## config.mk

```make
export PLATFORM = sky130hd
export DESIGN_NAME = dcws_ctrl
export DESIGN_NICKNAME = d
export VERILOG_FILES = /design/src/hw/rtl/dcws_pkg.sv /design/src/hw/rtl/dcws_ctrl.sv
export SDC_FILE = /design/constraint.sdc
export NUM_CORES = 1
export LEC_CHECK = 0
export BUFFER_PORTS_ARGS = -buffer_cell sky130_fd_sc_hd__buf_2
export CORE_AREA = 10 10 47 49
export CTS_CLUSTER_DIAMETER = 40
export DETAILED_ROUTE_END_ITERATION = 8
export DIE_AREA = 0 0 57 59
export SLEW_MARGIN = 20
export SYNTH_ARGS = -nofsm -noshare
export SYNTH_HDL_FRONTEND = slang
export SYNTH_SLANG_ARGS = --single-unit
```

## constraint.sdc

```tcl
create_clock -name i_clk -period 1.9 [get_ports i_clk]
set_clock_uncertainty 0.05 [all_clocks]
set_input_delay 0.475 -clock i_clk [delete_from_list [all_inputs] [get_ports i_clk]]
set_output_delay 0.475 -clock i_clk [all_outputs]
set_load 0.1 [all_outputs]
```

## src/hw/rtl/dcws_pkg.sv

```systemverilog
// Shared constants and controller/datapath interface types for the daily case statistics unit.
package dcws_pkg;

    localparam int WIN_LEN     = 7;       // samples in the averaging window
    localparam int SAMPLE_W    = 24;      // bits of one daily count
    localparam int SUM_W       = 27;      // window sum incl. newest sample
    localparam int FILL_W      = 3;       // holds 0 .. WIN_LEN-1
    localparam int TOTAL_W     = 32;      // saturating cumulative total
    localparam int POP_W       = 33;      // population register
    localparam int POP_RESET   = 100000;
    localparam int RATE_SCALE  = 100000;  // per 100k people
    localparam int FRAC_W      = 8;       // fractional bits of the results
    localparam int PROD_W      = 49;      // total * RATE_SCALE
    localparam int QUO_W       = 57;      // dividend / quotient width of the rate divider
    localparam int AVG_W       = 32;
    localparam int AVG_Q_W     = 24;      // floor(window sum / WIN_LEN)
    localparam int AVG_REM_W   = 3;       // remainder of a divide by WIN_LEN
    localparam int AVG_RECIP   = 153391690; // ceil(2^AVG_SHIFT / WIN_LEN)
    localparam int AVG_SHIFT   = 30;      // exact for sums below 2^27
    localparam int AVG_PROD_W  = 55;      // SUM_W + 28-bit reciprocal
    localparam int DIV_STEPS   = 57;      // one quotient bit per cycle
    localparam int CNT_W       = 6;
    localparam int IN_DATA_W   = 24;
    localparam int OUT_DATA_W  = 128;

    // Controller -> datapath
    typedef struct packed {
        logic accept;   // input beat taken this cycle
        logic load;     // form products, load the divider
        logic step;     // one divider iteration
        logic store;    // move quotients into the output register
    } t_cmd;

    // Datapath -> controller
    typedef struct packed {
        logic out_free; // output register empty or drained this cycle
    } t_status;

endpackage

```

## src/hw/rtl/dcws_ctrl.sv

```systemverilog
// Sequencing state machine for the daily case statistics unit.
module dcws_ctrl import dcws_pkg::*; (
    input  logic    i_clk,
    input  logic    i_rst_n,
    input  logic    i_in_valid,
    output logic    o_in_ready,
    input  t_status i_status,
    output t_cmd    o_cmd
);

    typedef enum logic [3:0] {
        S_IDLE = 4'b0001,
        S_MUL  = 4'b0010,
        S_DIV  = 4'b0100,
        S_DONE = 4'b1000
    } t_state;

    t_state             r_state, n_state;
    logic [CNT_W-1:0]   r_cnt, n_cnt;

    assign o_in_ready = (r_state == S_IDLE);

    always_comb begin
        n_state     = r_state;
        n_cnt       = r_cnt;
        o_cmd       = '0;
        unique case (r_state)
            S_IDLE: begin
                if (i_in_valid) begin
                    o_cmd.accept = 1'b1;
                    n_state      = S_MUL;
                end
            end
            S_MUL: begin
                o_cmd.load = 1'b1;
                n_cnt      = '0;
                n_state    = S_DIV;
            end
            S_DIV: begin
                o_cmd.step = 1'b1;
                n_cnt      = r_cnt + 1'b1;
                if (r_cnt == CNT_W'(DIV_STEPS - 1)) begin
                    n_state = S_DONE;
                end
            end
            S_DONE: begin
                if (i_status.out_free) begin
                    o_cmd.store = 1'b1;
                    n_state     = S_IDLE;
                end
            end
            default: begin
                n_state = S_IDLE;
            end
        endcase
    end

    always_ff @(posedge i_clk) begin
        if (!i_rst_n) begin
            r_state <= S_IDLE;
            r_cnt   <= '0;
        end else begin
            r_state <= n_state;
            r_cnt   <= n_cnt;
        end
    end

endmodule

```

==> impl_metrics.tcl <==
set metrics [dict create \
    outcome "complete, but fails checks" \
    violations "setup timing" \
    dieWidth_um 57 \
    io_buffers 8 \
    p_leak_nw 0.336 \
    required_ps 1370 \
    final_util_pct 61.4 \
    grt_usage_pct 8.92 \
    netlist_instances 60 \
    start_util_pct 39.5 \
    antennaDiodeCount 0 \
    area_delta_synth_final_pct 55.7 \
    numCtsBuffers 3 \
    firstDrtPassIters 4 \
    ys_types 28 \
    max_freq_mhz 506 \
    grt_pass1_wl_um 2400 \
    fill_cells 124 \
    critPathKind "reg2out" \
    finalPower_mw 0.612 \
    setup_violations 3 \
    io-pin-count 9 \
    register_area_um2 206 \
    cts_tree "built" \
    rr_startpoint "r_state[0]$_SDFFE_PN1P_" \
    ys_seq_area_share_pct 36.2 \
    drive_above_1_share_pct 41.0 \
    via_per_inst 5.36 \
    ys_seq_elements 10 \
    cts_buffer_depth 2 \
    dp_hpwl_um 1010 \
    die_area_um2 3360 \
    routabilityCongestion 0.770 \
    wl_per_cell_um 14.2 \
    die_height_um 59 \
    drt_iter0_drc 4 \
    mostFrequentLayoutCells "11 x buf_4, 7 x dfxtp_1, 5 x inv_1, 5 x nand2_1, 5 x buf_12" \
    synth.area.top_cells "dfxtp_1 36%, a311oi_1 4.8%, ha_1 4.5%" \
    syn_area_um2 553 \
    synth_area_per_cell_um2 9.22 \
    tns_ps -146 \
    cp_max_fo 3 \
    end_kind "output port" \
    yosysTopAreaCell "dfxtp_1" \
    grt_max_degree 9 \
    layout.nets 90 \
    grt-ovfl-total 0 \
    p_per_area_nw_per_um2 711 \
    place_area_um2 768 \
    final_common_cell "buf_4" \
    multi_input_area_um2 359 \
    rsz0062_at_grt "true" \
    cts.sink_count 10 \
    finalCriticalPeriod_ps 1970 \
    drv_slew 0 \
    htree_levels 1 \
    drcViolationCount 0 \
    timing.final.crit_share_pct 104 \
    ctsRootBufferMaster "clkbuf_4" \
    min_from "i_rst_n" \
    critPathLaunchType "flop" \
    final_cell_area_um2 861 \
    yosysWarnings 0 \
    vias 531 \
    hold_viol_final 0 \
    drtAntennaViolNets 0 \
    worst_pin_slew_ps 330 \
    synth_fp_nets 66 \
    timing.critical_path.from "r_state[2]$_SDFFE_PN0P_" \
    rows 14 \
    core-area_um2 1400 \
    worstPathArrival_ps 1450 \
    drt-total-wl_um 1400 \
    setup_ws_ps -74.3 \
    clock_latency_ps 260 \
    maxCapViolCount 0 \
    ir_drop_v 0.000538 \
    clk_pin_slew_ps 70 \
    hp-class "in2reg" \
    antenna_found_initial 0 \
    max-slew-margin-rel_pct 77.9 \
    grt_pass1_vias 526 \
    synth.top_cell.area_share_pct 36.2 \
    reg2reg_slack_ps 220 \
]
## worst paths after layout
kind | end | cells after the start
worst max register to register | r_cnt[4]$_SDFFE_PN0P_ | 6
worst min-delay path | r_state[0]$_SDFFE_PN1P_ | 2
worst min register to register | r_cnt[5]$_SDFFE_PN0P_ | 2
worst max-delay path | o_cmd[0] | 3
## cell families after synthesis
group | synth area share (%)
AND/OR/NAND/NOR | 27.8
buffers and inverters | 6.79
AO/OA/AOI/OAI | 21.5
XOR/XNOR | 3.17
flip-flops | 36.2
adder cells (fa/ha/maj) | 4.52
## worst max-delay path, stage by stage (launching register included)
cell and delay [ps]:
dfxtp_2 320, or4b_4 550, nor2_4 120, buf_12 180
## where the power goes
group / internal [mW] / leakage, nW / total (mW) / switching (mW)
clock network: 0.116 / 0.0210 / 0.189 / 0.0724
logic: 0.0892 / 0.233 / 0.205 / 0.116
registers: 0.215 / 0.0821 / 0.219 / 0.00348
## final cells by class
cell class                      instances  share of cell area [%]
Timing Repair Buffer                   21                    25.6
Inverter                                5                    2.18
Multi-Input combinational cell         43                    41.7
Sequential cell                        10                    24.0
Tap cell                               16                    2.33
Clock buffer                            4                    4.22
## cells in the mapped netlist
master	instances
a211oi_1	1
o32ai_1	1
a41oi_1	1
o221ai_1	1
nor4b_4	1
nand3_1	4
nor4b_1	2
nor3_1	1
nor2_1	2
nand2b_1	2
o2111ai_1	1
nand2_1	5
buf_6	1
o211ai_1	1
a311oi_1	3
or4b_1	1
inv_1	5
and2_1	1
o21a_1	1
ha_1	2
and3_1	2
xnor2_1	2
buf_4	1
o31ai_1	1
a21boi_0	1
and4b_1	2
dfxtp_1	10
a21oi_1	4
## routing by layer
metal  up-vias  part of all wire, %  GRT usage [%]
li1        277                    -              -
met1       248                   42           9.31
met2         4                   53           15.2
met3         2                  3.6           2.58
met4         0                  1.2           6.04
met5         -                    0              0
## per-stage QoR
step / hold WS, ps / instances / setup WS (ps)
2_1_floorplan: 425 / 60 / -681
3_3_place_gp: 457 / 89 / 150
3_5_place_dp: 453 / 89 / 131
4_1_cts: 390 / 97 / -75.8
5_1_grt: 404 / 99 / -120
6_report: 401 / 99 / -74.3
## flip-flops by register name (all words and copies together), names as in the netlist
register  cells
r_cnt         6
r_state       4
## timing repair
| item | in CTS | in global routing |
|---|---|---|
| endpoints found under the setup margin | 4 | 5 |
| gates resized for setup | 1 | 2 |
| hold buffers | 0 | 0 |
| buffers inserted | 4 | 2 |
| pin swaps | 3 | 1 |
Note: power is estimated with default switching activity, not from simulation.
